[src/design/ray_polyline_farthest_hit_defines.svh]
// assertion macros used by the top-level design file
`ifndef RAY_POLYLINE_FARTHEST_HIT_DEFINES_SVH
`define RAY_POLYLINE_FARTHEST_HIT_DEFINES_SVH

`ifndef SYNTHESIS
// same-cycle implication
`define RPFH_ASSERT_IMP(label, clk, rstn, ante, cons) \
    label: assert property (@(posedge clk) disable iff (!rstn) (ante) |-> (cons)) \
        else $error("rpfh same-cycle check failed");
// next-cycle implication
`define RPFH_ASSERT_NXT(label, clk, rstn, ante, cons) \
    label: assert property (@(posedge clk) disable iff (!rstn) (ante) |=> (cons)) \
        else $error("rpfh next-cycle check failed");
`else
`define RPFH_ASSERT_IMP(label, clk, rstn, ante, cons)
`define RPFH_ASSERT_NXT(label, clk, rstn, ante, cons)
`endif

`endif

[src/design/rpfh_pkg.sv]
package rpfh_pkg;

    // coordinate formats
    localparam int CW    = 12;
    localparam int FW    = 8;
    localparam int QW    = CW + FW;
    localparam int DIRW  = 16;
    localparam int SIZEW = 13;
    localparam int MDW   = 16;
    localparam int CFG_IDX_W  = 3;
    localparam int CFG_DATA_W = 20;

    // internal widths
    localparam int UW   = CW + 1;
    localparam int W0W  = QW + 1;
    localparam int PAW  = UW + W0W;
    localparam int AW   = PAW + 1;
    localparam int AMW  = AW - 1;
    localparam int PBW  = UW + DIRW;
    localparam int BW   = PBW + 1;
    localparam int BMW  = BW - 1;
    localparam int PW   = AMW + DIRW;
    localparam int QN   = QW + 3;
    localparam int QOW  = QN + 1;
    localparam int OFFW = QOW + 1;
    localparam int IW   = OFFW + 1;
    localparam int WDW  = IW + 1;
    localparam int WPW  = WDW + UW;
    localparam int WUW  = WPW + 1;
    localparam int UPW  = 2 * UW;
    localparam int UUW  = UPW + 1 + FW;
    localparam int DPW  = 2 * OFFW;
    localparam int DW   = 48;
    localparam int CNTW = $clog2(QN + 1);

    localparam logic [QOW-1:0] OFF_LIMIT = QOW'(1) << (QW + 1);
    localparam logic signed [IW-1:0] HALF_PIX  = IW'(1) << (FW - 1);
    localparam logic signed [IW-1:0] THREE_HALF = IW'(3) << (FW - 1);

    // register indexes
    localparam logic [CFG_IDX_W-1:0] REG_ORIGIN_X   = 3'd0;
    localparam logic [CFG_IDX_W-1:0] REG_ORIGIN_Y   = 3'd1;
    localparam logic [CFG_IDX_W-1:0] REG_DIR_X      = 3'd2;
    localparam logic [CFG_IDX_W-1:0] REG_DIR_Y      = 3'd3;
    localparam logic [CFG_IDX_W-1:0] REG_IMG_W      = 3'd4;
    localparam logic [CFG_IDX_W-1:0] REG_IMG_H      = 3'd5;
    localparam logic [CFG_IDX_W-1:0] REG_EXCL_EDGES = 3'd6;
    localparam logic [CFG_IDX_W-1:0] REG_MIN_DEN    = 3'd7;

    typedef enum logic [4:0] {
        OP_NONE, OP_LATCH, OP_SETUP, OP_MUL_A, OP_MUL_B, OP_SUB_B, OP_TEST,
        OP_MUL_PX, OP_DIVX_GO, OP_DIVX_WAIT, OP_MUL_PY, OP_DIVY_GO,
        OP_DIVY_WAIT, OP_POS, OP_MUL_W, OP_MUL_U, OP_MUL_D, OP_UPDATE,
        OP_ADVANCE, OP_EMIT
    } op_t;

    typedef enum logic [4:0] {
        ST_IDLE, ST_SETUP, ST_MUL_A, ST_MUL_B, ST_SUB_B, ST_TEST,
        ST_MUL_PX, ST_DIVX_GO, ST_DIVX_WAIT, ST_MUL_PY, ST_DIVY_GO,
        ST_DIVY_WAIT, ST_POS, ST_MUL_W, ST_MUL_U, ST_MUL_D, ST_UPDATE,
        ST_SEG_END, ST_EMIT
    } state_t;

    typedef struct packed {
        op_t  op;
        logic close;
    } cmd_t;

    typedef struct packed {
        logic have_prev;
        logic last;
        logic reject;
        logic div_done;
        logic out_free;
    } status_t;

endpackage

[src/design/rpfh_ctrl.sv]
module rpfh_ctrl (
    input  logic              aclk,
    input  logic              aresetn,
    input  logic              s_valid,
    output logic              s_ready,
    input  rpfh_pkg::status_t status,
    output rpfh_pkg::cmd_t    cmd
);
    import rpfh_pkg::*;

    state_t state_reg, state_next;
    logic   close_reg, close_next;

    // state register
    always_ff @(posedge aclk) begin
        if (!aresetn) begin
            state_reg <= ST_IDLE;
            close_reg <= 1'b0;
        end else begin
            state_reg <= state_next;
            close_reg <= close_next;
        end
    end

    // next state and commands
    always_comb begin
        state_next = state_reg;
        close_next = close_reg;
        s_ready    = 1'b0;
        cmd.op     = OP_NONE;
        cmd.close  = close_reg;
        unique case (state_reg)
            ST_IDLE: begin
                s_ready = 1'b1;
                if (s_valid) begin
                    cmd.op = OP_LATCH;
                    if (status.have_prev) begin
                        close_next = 1'b0;
                        state_next = ST_SETUP;
                    end else begin
                        close_next = 1'b0;
                        state_next = ST_SEG_END;
                    end
                end
            end
            ST_SETUP: begin
                cmd.op = OP_SETUP;
                state_next = ST_MUL_A;
            end
            ST_MUL_A: begin
                cmd.op = OP_MUL_A;
                state_next = ST_MUL_B;
            end
            ST_MUL_B: begin
                cmd.op = OP_MUL_B;
                state_next = ST_SUB_B;
            end
            ST_SUB_B: begin
                cmd.op = OP_SUB_B;
                state_next = ST_TEST;
            end
            ST_TEST: begin
                cmd.op = OP_TEST;
                state_next = status.reject ? ST_SEG_END : ST_MUL_PX;
            end
            ST_MUL_PX: begin
                cmd.op = OP_MUL_PX;
                state_next = ST_DIVX_GO;
            end
            ST_DIVX_GO: begin
                cmd.op = OP_DIVX_GO;
                state_next = ST_DIVX_WAIT;
            end
            ST_DIVX_WAIT: begin
                cmd.op = OP_DIVX_WAIT;
                if (status.div_done) begin
                    state_next = ST_MUL_PY;
                end
            end
            ST_MUL_PY: begin
                cmd.op = OP_MUL_PY;
                state_next = ST_DIVY_GO;
            end
            ST_DIVY_GO: begin
                cmd.op = OP_DIVY_GO;
                state_next = ST_DIVY_WAIT;
            end
            ST_DIVY_WAIT: begin
                cmd.op = OP_DIVY_WAIT;
                if (status.div_done) begin
                    state_next = ST_POS;
                end
            end
            ST_POS: begin
                cmd.op = OP_POS;
                state_next = ST_MUL_W;
            end
            ST_MUL_W: begin
                cmd.op = OP_MUL_W;
                state_next = ST_MUL_U;
            end
            ST_MUL_U: begin
                cmd.op = OP_MUL_U;
                state_next = ST_MUL_D;
            end
            ST_MUL_D: begin
                cmd.op = OP_MUL_D;
                state_next = ST_UPDATE;
            end
            ST_UPDATE: begin
                cmd.op = OP_UPDATE;
                state_next = ST_SEG_END;
            end
            // after a segment or a first vertex: closing segment, result or next vertex
            ST_SEG_END: begin
                cmd.op = OP_ADVANCE;
                if (status.last && !close_reg) begin
                    close_next = 1'b1;
                    state_next = ST_SETUP;
                end else if (status.last) begin
                    state_next = ST_EMIT;
                end else begin
                    state_next = ST_IDLE;
                end
            end
            ST_EMIT: begin
                if (status.out_free) begin
                    cmd.op = OP_EMIT;
                    close_next = 1'b0;
                    state_next = ST_IDLE;
                end
            end
            default: begin
                state_next = ST_IDLE;
            end
        endcase
    end

endmodule

[config.mk]
export PLATFORM = sky130hd
export DESIGN_NAME = rpfh_ctrl
export DESIGN_NICKNAME = d
export VERILOG_FILES = /design/src/design/ray_polyline_farthest_hit_defines.svh /design/src/design/rpfh_pkg.sv /design/src/design/rpfh_ctrl.sv
export SDC_FILE = /design/constraint.sdc
export NUM_CORES = 1
export LEC_CHECK = 0
export BUFFER_PORTS_ARGS = -buffer_cell sky130_fd_sc_hd__buf_4
export CAP_MARGIN = 10
export CORE_AREA = 2 2 39 41
export DETAILED_ROUTE_END_ITERATION = 12
export DIE_AREA = 0 0 41 43
export GPL_ROUTABILITY_DRIVEN = 0
export PLACE_DENSITY = 0.71
export SYNTH_ARGS = -nofsm -noshare
export SYNTH_HDL_FRONTEND = slang
export SYNTH_SLANG_ARGS = --single-unit
[constraint.sdc]
create_clock -name aclk -period 1.9 [get_ports aclk]
set_clock_uncertainty 0.2 [all_clocks]
set_input_delay 0.38 -clock aclk [delete_from_list [all_inputs] [get_ports aclk]]
set_output_delay 0.38 -clock aclk [all_outputs]
set_load 0.01 [all_outputs]
* Word-level counts from Yosys, hierarchy flattened *
Cells that the tools add are included.

word-level totals
  register bits = 6
  word-level logic and storage cells = 48
  output and inout port bits = 7

operators by class
  eq/ne operators = 23
  muxes and demuxes = 17
  reductions and logical operators = 6

operators by type and width
  cell                                                                   count
  5-bit one-hot mux with 19 select lines                                 2
  5-bit two-way mux                                                      9
  5-bit by 4-bit equality test with 1-bit output, second input constant  8
  5-bit by 3-bit equality test with 1-bit output, second input constant  4
  5-bit equality test, second input constant                             3
  5-bit by 2-bit equality test with 1-bit output, second input constant  2
  2-bit != test, second input constant                                   5
  4-bit AND reduction                                                    2
  5-bit by 1-bit equality test with 1-bit output, second input constant  1
  5-bit zero test                                                        1
  1-bit two-way mux                                                      5
  1-bit one-hot mux with 3 select lines                                  1
  3-bit nonzero test                                                     1
  1-bit logical AND                                                      1
  1-bit zero test                                                        1

* Depth between registers and ports, before layout *
Gate-level depths: netlist of the first run.

  depth after elaboration = 4
  gate-level depth with buffers = 6
  depth with buffers taken out = 4

* Least setup slack after synthesis of the first run *
Ideal clock, no wire load.

  path type = reg2out
  start point = reg state_reg[4]
  end point = out cmd[1] (netlist bit)
  setup slack = -0.070 ns
  arrival = 1.390 ns
  required time = 1.320 ns
  cell stages (with the launch flop) = 5
  cell sequence = dfxtp_1 clkbuf_1 clkbuf_1 nor3_1 a221oi_1

RTL lines
  element                 line             source
  start, declared         rpfh_ctrl.sv:11  state_t state_reg, state_next;
  start signal, assigned  rpfh_ctrl.sv:20  state_reg <= state_next;
  end, declared           rpfh_ctrl.sv:7   output rpfh_pkg::cmd_t cmd

==> flow_summary.html, run 1 <==
<table>
<tr><th>Metric</th><th>Value</th></tr>
<tr><th colspan="2">Clock network</th></tr>
<tr><td>Number of buffers added by the clock tree synthesis step</td><td>3</td></tr>
<tr><td>Number of H-tree levels</td><td>1</td></tr>
<tr><td>TritonCTS Sinks</td><td>6</td></tr>
<tr><td>Root buf cell</td><td>sky130_fd_sc_hd__clkbuf_4</td></tr>
<tr><td>Number of buffers between clock root and the deepest sink</td><td>2</td></tr>
<tr><td>CTS tree</td><td>yes</td></tr>
<tr><td>Source-to-sink clock delay at the later pin of the worst-skew pair</td><td>0.25 ns</td></tr>
<tr><td>Hold Buf Count CTS</td><td>0</td></tr>
<tr><td>Clk pin slew, worst setup/hold paths</td><td>0.04 ns</td></tr>
<tr><th colspan="2">GRT</th></tr>
<tr><td>Pin count of the biggest net entering global routing</td><td>18</td></tr>
<tr><td>Number of global-route vias before repair</td><td>573</td></tr>
<tr><td>Remaining global-route overflow</td><td>0</td></tr>
<tr><td>Antenna violations before repair</td><td>0</td></tr>
<tr><td>Global-route wire length before repair</td><td>~2500 um</td></tr>
<tr><td>Global-route usage over all layers</td><td>20.9%</td></tr>
<tr><th colspan="2">Pwr</th></tr>
<tr><td>Clock network fraction of design power</td><td>approximately 11%</td></tr>
<tr><td>Flop pwr share</td><td>22.9%</td></tr>
<tr><td>Static leakage power</td><td>0.346 nW</td></tr>
<tr><td>Net switching power</td><td>~0.49 mW</td></tr>
<tr><td>Maximum vdd ir drop</td><td>between 0.6 and 0.7 mV</td></tr>
<tr><td>Internal cell power</td><td>0.621 mW</td></tr>
<tr><td>Switch share</td><td>44.2%</td></tr>
<tr><td>Power per cell area</td><td>around 1400 mW/mm^2</td></tr>
<tr><td>Fraction of power consumed by combinational cells</td><td>66.0%</td></tr>
<tr><th colspan="2">Logic synthesis</th></tr>
<tr><td>Largest family of logic cells by synthesized area</td><td>simple AND/OR/NAND/NOR gates</td></tr>
<tr><td>Avg Cell Area, Syn</td><td>7.19 sq um</td></tr>
<tr><td>Top cells by area in the synthesized netlist</td><td>sky130_fd_sc_hd__dfxtp_1 21%, sky130_fd_sc_hd__nor3_1 5.2%, sky130_fd_sc_hd__xor2_1 4.6%</td></tr>
<tr><td>Synthesized-area fraction occupied by adder cells</td><td>0%</td></tr>
<tr><td>Nets in the synthesized netlist</td><td>around 90</td></tr>
<tr><td>Count of cell types in the netlist</td><td>37</td></tr>
<tr><td>Warnings from Yosys</td><td>0</td></tr>
<tr><td>Cell area after synthesis</td><td>~580 sq um</td></tr>
<tr><td>Compound-cell area share of the yosys netlist</td><td>between 30 and 40%</td></tr>
<tr><td>Post-synthesis sequential element count</td><td>6</td></tr>
<tr><td>Synthesized-area fraction occupied by and/or/nand/nor cells</td><td>31.5%</td></tr>
<tr><td>Share of flip-flops with an asynchronous set or reset</td><td>0%</td></tr>
<tr><td>Yosys top cell area share</td><td>about a fifth</td></tr>
<tr><td>Leading area contributor after synthesis</td><td>sky130_fd_sc_hd__dfxtp_1</td></tr>
<tr><td>Xor and xnor area share after synthesis</td><td>4.57%</td></tr>
<tr><td>Number of enable-type register cells in the synthesized netlist</td><td>0</td></tr>
<tr><td>Fraction of synthesized area in multiplexers</td><td>under 10%</td></tr>
<tr><td>Seq/Total Area, Yosys</td><td>20.9%</td></tr>
<tr><td>Syn Inst Count</td><td>80</td></tr>
<tr><td>Main synth FF type</td><td>sky130_fd_sc_hd__dfxtp_1</td></tr>
<tr><td>Post-synth top cells</td><td>6 x sky130_fd_sc_hd__clkbuf_1, 6 x sky130_fd_sc_hd__dfxtp_1, 6 x sky130_fd_sc_hd__nand2_1, 6 x sky130_fd_sc_hd__nor2_1, 6 x sky130_fd_sc_hd__nor3_1</td></tr>
<tr><th colspan="2">STA</th></tr>
<tr><td>Max-slew violation count</td><td>0</td></tr>
<tr><td>Post-layout minimum cycle time</td><td>1.96 ns</td></tr>
<tr><td>Slew at the pin closest to its max-slew limit</td><td>0.375 ns</td></tr>
<tr><td>Final period util</td><td>103%</td></tr>
<tr><td>Peak clock frequency supported by timing</td><td>511 MHz</td></tr>
<tr><td>Max-Slew Margin vs Limit</td><td>74.6%</td></tr>
<tr><td>Final-layout setup total negative slack</td><td>-0.0737 ns</td></tr>
<tr><td>RSZ-0062 raised after global routing</td><td>true</td></tr>
<tr><td>Final count of hold timing violations</td><td>0</td></tr>
<tr><td>Final WS setup</td><td>-0.0570 ns</td></tr>
<tr><td>Hold_ws</td><td>0.207 ns</td></tr>
<tr><td>Setup violations, final</td><td>2</td></tr>
<tr><th colspan="2">Status</th></tr>
<tr><td>Violations in the final reports</td><td>setup timing</td></tr>
<tr><td>Outcome</td><td>finished, violations left</td></tr>
<tr><th colspan="2">Placed design</th></tr>
<tr><td>Half-perimeter wire length of the detailed placement result</td><td>1130 um</td></tr>
<tr><td>Total of buffers placed on input and output ports</td><td>14</td></tr>
<tr><td>Worst setup slack before clock tree synthesis</td><td>~0.07 ns</td></tr>
<tr><th colspan="2">Setup path</th></tr>
<tr><td>Required time worst endpoint</td><td>roughly 1.3 ns</td></tr>
<tr><td>Biggest fanout along the worst timing path</td><td>3</td></tr>
<tr><td>Launch instance of the worst register-to-register path</td><td>state_reg[2]</td></tr>
<tr><td>Signal arrival time at the worst endpoint</td><td>1.38 ns</td></tr>
<tr><td>Setup CP Type</td><td>reg -&gt; out</td></tr>
<tr><td>Kind of end point of the critical path</td><td>output pin</td></tr>
<tr><td>Startpoint type of the worst setup path</td><td>flip-flop</td></tr>
<tr><td>Origin of the worst setup path</td><td>state_reg[2]</td></tr>
<tr><th colspan="2">Final layout</th></tr>
<tr><td>Area added between synthesis and finish</td><td>41.7%</td></tr>
<tr><td>Post-Route Utilization</td><td>59.0%</td></tr>
<tr><td>Antenna Cells</td><td>0</td></tr>
<tr><td>Proportion of layout cells with a drive suffix above 1</td><td>a little over two fifths</td></tr>
<tr><td>Count of filler cells inserted in the layout</td><td>125</td></tr>
<tr><td>Number of flip-flops under the largest register name</td><td>5</td></tr>
<tr><td>Net count of the finished layout</td><td>110</td></tr>
<tr><th colspan="2">Detailed routing</th></tr>
<tr><td>DRT Pass-1 Iters</td><td>4</td></tr>
<tr><td>Via density per instance</td><td>5.89</td></tr>
<tr><td>DRC violation total after the first TritonRoute iteration</td><td>22</td></tr>
<tr><td>Antenna-violating nets left</td><td>0</td></tr>
<tr><td>Average routed wire per standard cell</td><td>13.8 um</td></tr>
<tr><td>Via count</td><td>683</td></tr>
<tr><td>Total routed wirelength</td><td>approximately 1600 um</td></tr>
<tr><td>Final routed DRC violation total</td><td>0</td></tr>
<tr><th colspan="2">Die</th></tr>
<tr><td>Number of standard-cell rows in the floorplan</td><td>14</td></tr>
<tr><td>Effective utilization at floorplan</td><td>41.6%</td></tr>
<tr><td>Overall die height</td><td>43 um</td></tr>
<tr><td>Die X-Extent</td><td>41 um</td></tr>
<tr><td>Number of placed I/O pins</td><td>15</td></tr>
<tr><td>Die Footprint</td><td>approximately 0.0018 sq mm</td></tr>
<tr><td>Core area</td><td>0.00138 sq mm</td></tr>
<tr><th colspan="2">Worst hold path</th></tr>
<tr><td>Worst hold path class</td><td>in -&gt; reg</td></tr>
<tr><td>Hold_sp</td><td>aresetn</td></tr>
<tr><th colspan="2">Flow run</th></tr>
<tr><td>Reported max-cap violation count</td><td>0</td></tr>
</table>
-- cell families after synthesis --
kind of cell / count (synthesis)
xor+xnor: 3
simple gates: 33
mux: 1
flops: 6
compound gates: 25
buf+inv: 12
-- routing by layer --
layer | routed length (um) | GRT usage, % | up-vias | part of all wire (%)
met1 | 732 | 28.7 | 310 | 46
li1 | - | - | 344 | -
met2 | 767 | 30.6 | 27 | 48
met4 | 15 | 5.33 | 0 | 0.94
met5 | 0 | 0 | - | 0
met3 | 87 | 6.81 | 2 | 5.4
-- power groups by stage --
stage	clock, mW	combinational, mW	sequential (mW)
after floorplan	0	0.465	0.189
after global placement	0	0.642	0.231
after detailed placement	0	0.649	0.233
after CTS	0.126	0.684	0.246
after global routing	0.131	0.804	0.260
final	0.123	0.734	0.255
-- critical path, cell delays in order (launching register included) --
cell and delay [ns]:
sky130_fd_sc_hd__dfxtp_2 0.33, sky130_fd_sc_hd__or2_4 0.24, sky130_fd_sc_hd__a21o_1 0.16, sky130_fd_sc_hd__a221oi_2 0.24, sky130_fd_sc_hd__buf_4 0.16
-- cells in the final DEF, fill, tap and decap left out --
cell type,netlist,final
sky130_fd_sc_hd__buf_4,1,24
sky130_fd_sc_hd__nor2_1,6,6
sky130_fd_sc_hd__nand2_1,6,6
sky130_fd_sc_hd__nor3_1,6,6
sky130_fd_sc_hd__a21oi_1,5,5
sky130_fd_sc_hd__o21ai_0,4,4
sky130_fd_sc_hd__xor2_1,3,3
sky130_fd_sc_hd__clkbuf_4,0,3
sky130_fd_sc_hd__buf_6,2,3
sky130_fd_sc_hd__dfxtp_2,0,3
sky130_fd_sc_hd__inv_1,2,2
sky130_fd_sc_hd__a221oi_2,0,2
sky130_fd_sc_hd__o211ai_1,2,2
sky130_fd_sc_hd__nand3_1,3,2
sky130_fd_sc_hd__or3_1,2,2
sky130_fd_sc_hd__a211oi_1,2,2
sky130_fd_sc_hd__a22oi_1,2,2
sky130_fd_sc_hd__dfxtp_1,6,2
sky130_fd_sc_hd__or2_4,0,1
sky130_fd_sc_hd__nor4_1,1,1
sky130_fd_sc_hd__nand3_4,0,1
sky130_fd_sc_hd__nor3b_2,0,1
sky130_fd_sc_hd__a31o_2,1,1
sky130_fd_sc_hd__a21o_1,1,1
sky130_fd_sc_hd__or4b_1,1,1
sky130_fd_sc_hd__mux2i_1,1,1
sky130_fd_sc_hd__nor2b_1,1,1
sky130_fd_sc_hd__or4_4,1,1
sky130_fd_sc_hd__nand2b_1,1,1
sky130_fd_sc_hd__o22ai_1,1,1
sky130_fd_sc_hd__or3b_1,1,1
sky130_fd_sc_hd__a41oi_1,1,1
sky130_fd_sc_hd__nor4b_1,1,1
sky130_fd_sc_hd__a31oi_1,1,1
sky130_fd_sc_hd__a311oi_2,1,1
sky130_fd_sc_hd__nand3b_1,1,1
sky130_fd_sc_hd__o2111ai_1,1,1
sky130_fd_sc_hd__o21ai_1,1,1
sky130_fd_sc_hd__dfxtp_4,0,1
-- final timing paths --
check,slack [ns],endpoint,cells after the start
worst min-delay path,0.21,state_reg[0],3
worst min register to register,0.43,state_reg[4],2
worst max-delay path,-0.06,cmd[1],4
worst max register to register,0.09,state_reg[4],5
-- per-stage QoR --
| stage | power [mW] | std cells | area (sq um) |
|---|---|---|---|
| final | 1.11 | 116 | 816 |
| after global routing | 1.19 | 116 | 816 |
| after CTS | 1.06 | 114 | 776 |
| after detailed placement | 0.882 | 109 | 712 |
| after global placement | 0.872 | 109 | 712 |
| after floorplan | 0.654 | 80 | 579 |
-- area by class of cell --
| type | count | area, sq um | area share, % |
|---|---|---|---|
| Sequential cell | 6 | 128 | 15.6 |
| Multi-Input combinational cell | 62 | 424 | 52.0 |
| Inverter | 2 | 7.51 | 0.920 |
| Timing Repair Buffer | 27 | 214 | 26.2 |
| Clock buffer | 3 | 22.5 | 2.76 |
| Tap cell | 16 | 20.0 | 2.45 |
-- what timing repair did --
item / 4_1_cts / 5_1_grt
buffers inserted: 2 / 2
pin swaps: 1 / 2
resized for setup: 8 / 6
setup endpoints to repair: 6 / 7
Note: power is estimated with default switching activity, not from simulation.
==> run 2, diff against run 1 <==
==> constraint.sdc (replaced) <==
create_clock -name aclk -period 1.9 [get_ports aclk]
set_clock_uncertainty 0.2 [all_clocks]
set_input_delay 0.38 -clock aclk [delete_from_list [all_inputs] [get_ports aclk]]
set_output_delay 0.38 -clock aclk [all_outputs]
set_load 0.05 [all_outputs]
==> flow_summary.html, run 2 (synthesis gave the netlist of run 1 again) <==
<table>
<tr><th>Metric</th><th>Value</th></tr>
<tr><th colspan="2">Status</th></tr>
<tr><td>Outcome</td><td>finished, violations left</td></tr>
<tr><td>Violations in the final reports</td><td>setup timing</td></tr>
<tr><th colspan="2">Pwr</th></tr>
<tr><td>Fraction of power consumed by combinational cells</td><td>76.5%</td></tr>
<tr><td>Maximum vdd ir drop</td><td>1.05 mV</td></tr>
<tr><td>Flop pwr share</td><td>14.7%</td></tr>
<tr><td>Static leakage power</td><td>0.387 nW</td></tr>
<tr><td>Net switching power</td><td>between 0.8 and 0.9 mW</td></tr>
<tr><td>Power per cell area</td><td>1670 mW/mm^2</td></tr>
<tr><td>Internal cell power</td><td>0.761 mW</td></tr>
<tr><td>Clock network fraction of design power</td><td>slightly below 9%</td></tr>
<tr><td>Switch share</td><td>51.3%</td></tr>
<tr><th colspan="2">GRT</th></tr>
<tr><td>Number of global-route vias before repair</td><td>a little over 600</td></tr>
<tr><td>Global-route wire length before repair</td><td>around 2700 um</td></tr>
<tr><td>Remaining global-route overflow</td><td>0</td></tr>
<tr><td>Global-route usage over all layers</td><td>roughly a quarter</td></tr>
<tr><td>Antenna violations before repair</td><td>0</td></tr>
<tr><td>Pin count of the biggest net entering global routing</td><td>16</td></tr>
<tr><th colspan="2">Die</th></tr>
<tr><td>Die X-Extent</td><td>41 um</td></tr>
<tr><td>Die Footprint</td><td>0.00176 sq mm</td></tr>
<tr><td>Core area</td><td>0.00138 sq mm</td></tr>
<tr><td>Number of standard-cell rows in the floorplan</td><td>14</td></tr>
<tr><td>Number of placed I/O pins</td><td>15</td></tr>
<tr><td>Effective utilization at floorplan</td><td>41.6%</td></tr>
<tr><td>Overall die height</td><td>approximately 43 um</td></tr>
<tr><th colspan="2">Setup path</th></tr>
<tr><td>Worst R2R Setup Slack</td><td>-0.09 ns</td></tr>
<tr><td>Kind of end point of the critical path</td><td>output pin</td></tr>
<tr><td>Startpoint type of the worst setup path</td><td>flip-flop</td></tr>
<tr><td>End of the worst register-to-register path</td><td>close_reg</td></tr>
<tr><td>Max stage delay cell, worst path</td><td>sky130_fd_sc_hd__dfxtp_2</td></tr>
<tr><td>Required time worst endpoint</td><td>~1.3 ns</td></tr>
<tr><td>Longest individual stage delay on the worst path</td><td>about 0.33 ns</td></tr>
<tr><td>Setup CP Type</td><td>reg -&gt; out</td></tr>
<tr><td>Worst reg-to-reg path cell count</td><td>7</td></tr>
<tr><td>Biggest fanout along the worst timing path</td><td>4</td></tr>
<tr><td>Chain of cells forming the critical path</td><td>or2_4 &gt; a21o_1 &gt; a221oi_4 &gt; buf_6</td></tr>
<tr><td>Launch instance of the worst register-to-register path</td><td>state_reg[2]</td></tr>
<tr><td>Signal arrival time at the worst endpoint</td><td>1.50 ns</td></tr>
<tr><th colspan="2">Final layout</th></tr>
<tr><td>Most common library cell in the layout ignoring fill and taps</td><td>sky130_fd_sc_hd__buf_4</td></tr>
<tr><td>Net count of the finished layout</td><td>116</td></tr>
<tr><td>Number of flip-flops under the largest register name</td><td>5</td></tr>
<tr><td>Area added between synthesis and finish</td><td>62.4%</td></tr>
<tr><td>Antenna Cells</td><td>0</td></tr>
<tr><td>Post-Route Utilization</td><td>around 68%</td></tr>
<tr><td>Proportion of layout cells with a drive suffix above 1</td><td>50.9%</td></tr>
<tr><td>Commonest cells after routing, fill and taps aside</td><td>27 x sky130_fd_sc_hd__buf_4, 6 x sky130_fd_sc_hd__nor3_1, 6 x sky130_fd_sc_hd__buf_6</td></tr>
<tr><th colspan="2">Detailed routing</th></tr>
<tr><td>Final routed DRC violation total</td><td>0</td></tr>
<tr><td>Via count</td><td>712</td></tr>
<tr><td>Total routed wirelength</td><td>1850 um</td></tr>
<tr><td>Detailed route wirelength on metal3</td><td>about 110 um</td></tr>
<tr><td>DRT Pass-1 Iters</td><td>4</td></tr>
<tr><td>Antenna-violating nets left</td><td>0</td></tr>
<tr><td>Top metal layer carrying routed signals</td><td>met4</td></tr>
<tr><td>DRC violation total after the first TritonRoute iteration</td><td>14</td></tr>
<tr><td>Length of routed met2 wiring</td><td>between 800 and 900 um</td></tr>
<tr><td>Average routed wire per standard cell</td><td>between 15 and 20 um</td></tr>
<tr><td>Via density per instance</td><td>5.84</td></tr>
<tr><td>Met1 Wirelength</td><td>825 um</td></tr>
<tr><th colspan="2">Worst hold path</th></tr>
<tr><td>Hold-critical path depth</td><td>3</td></tr>
<tr><td>Endpoint with the worst hold slack</td><td>state_reg[0]</td></tr>
<tr><td>Hold_sp</td><td>aresetn</td></tr>
<tr><td>Worst hold path class</td><td>in -&gt; reg</td></tr>
<tr><th colspan="2">Clock network</th></tr>
<tr><td>TritonCTS Sinks</td><td>6</td></tr>
<tr><td>Source-to-sink clock delay at the later pin of the worst-skew pair</td><td>around 0.27 ns</td></tr>
<tr><td>Number of H-tree levels</td><td>1</td></tr>
<tr><td>Number of buffers added by the clock tree synthesis step</td><td>3</td></tr>
<tr><td>Number of buffers between clock root and the deepest sink</td><td>2</td></tr>
<tr><td>Root buf cell</td><td>sky130_fd_sc_hd__clkbuf_4</td></tr>
<tr><td>Clk pin slew, worst setup/hold paths</td><td>0.06 ns</td></tr>
<tr><td>CTS tree</td><td>yes</td></tr>
<tr><td>Hold Buf Count CTS</td><td>0</td></tr>
<tr><th colspan="2">Placed design</th></tr>
<tr><td>Worst setup slack before clock tree synthesis</td><td>0.0257 ns</td></tr>
<tr><td>Half-perimeter wire length of the detailed placement result</td><td>~1300 um</td></tr>
<tr><td>Total of buffers placed on input and output ports</td><td>14</td></tr>
<tr><th colspan="2">STA</th></tr>
<tr><td>Slew at the pin closest to its max-slew limit</td><td>0.412 ns</td></tr>
<tr><td>Final-layout setup total negative slack</td><td>-0.438 ns</td></tr>
<tr><td>Post-layout minimum cycle time</td><td>2.08 ns</td></tr>
<tr><td>Final WS setup</td><td>-0.182 ns</td></tr>
<tr><td>Max-slew violation count</td><td>0</td></tr>
<tr><td>Peak clock frequency supported by timing</td><td>480 MHz</td></tr>
<tr><td>Max-Slew Margin vs Limit</td><td>72.2%</td></tr>
<tr><td>Final period util</td><td>110%</td></tr>
<tr><td>RSZ-0062 raised after global routing</td><td>true</td></tr>
<tr><td>Final count of hold timing violations</td><td>0</td></tr>
<tr><td>Setup violations, final</td><td>6</td></tr>
<tr><th colspan="2">Flow run</th></tr>
<tr><td>Reported max-cap violation count</td><td>0</td></tr>
</table>
==> run 2: cell count changes in the layout (fill, tap and decap cells not counted), sizes merged <==
cell | before | now
buf | 27 | 33
==> run 2: power groups by stage <==
stage | registers, mW | logic (mW) | clock network (mW)
after floorplan | 0.189 | 0.845 | 0
after global placement | 0.218 | 1.01 | 0
after detailed placement | 0.218 | 1.03 | 0
after CTS | 0.225 | 1.17 | 0.139
after global routing | 0.234 | 1.27 | 0.143
final | 0.229 | 1.19 | 0.138
==> run 2: area by class of cell <==
type                       count  area, sq um
inverter                       2         7.51
fill                         126          449
clock buffer                   3         22.5
multi-input combinational     62          489
tap                           16         20.0
timing repair buffer          33          270
sequential                     6          125
==> run 2: timing repair <==
item,in CTS,in global routing
pin swaps,3,5
gates resized for setup,14,2
endpoints found under the setup margin,6,8
setup buffers,6,1
==> run 2: worst max-delay path by stage <==
stage | start | to | slack, ns | cells past startpoint
global placement | state_reg[4] | cmd[1] | 0.07 | 3
CTS | state_reg[3] | cmd[1] | -0.16 | 4
global route | state_reg[2] | cmd[1] | -0.21 | 4
detailed placement | state_reg[2] | close_reg | 0.03 | 5
finish | state_reg[2] | cmd[1] | -0.18 | 4
floorplan | state_reg[3] | cmd[1] | -0.18 | 5
==> run 2: critical path, delay by kind of cell, from the launching register on <==
family / cells / cell delay, ns
AO/OA/AOI/OAI: 2 / 0.46
flip-flops: 1 / 0.33
buffers and inverters: 1 / 0.20
AND/OR/NAND/NOR: 1 / 0.24
==> run 2: layer usage <==
layer / up-vias / GRT usage [%]
li1: 356 / -
met1: 322 / 31.3
met2: 30 / 35.6
met3: 4 / 7.85
met4: 0 / 6.00
met5: - / 0
==> run 2: through the flow <==
stage          total power, mW  cells  hold slack [ns]  cell area [sq um]
2_1_floorplan             1.03     80            0.320                674
3_3_place_gp              1.23    112            0.384                800
3_5_place_dp              1.25    112            0.429                800
4_1_cts                   1.54    121            0.199                917
5_1_grt                   1.64    122            0.223                935
6_report                  1.56    122            0.192                935
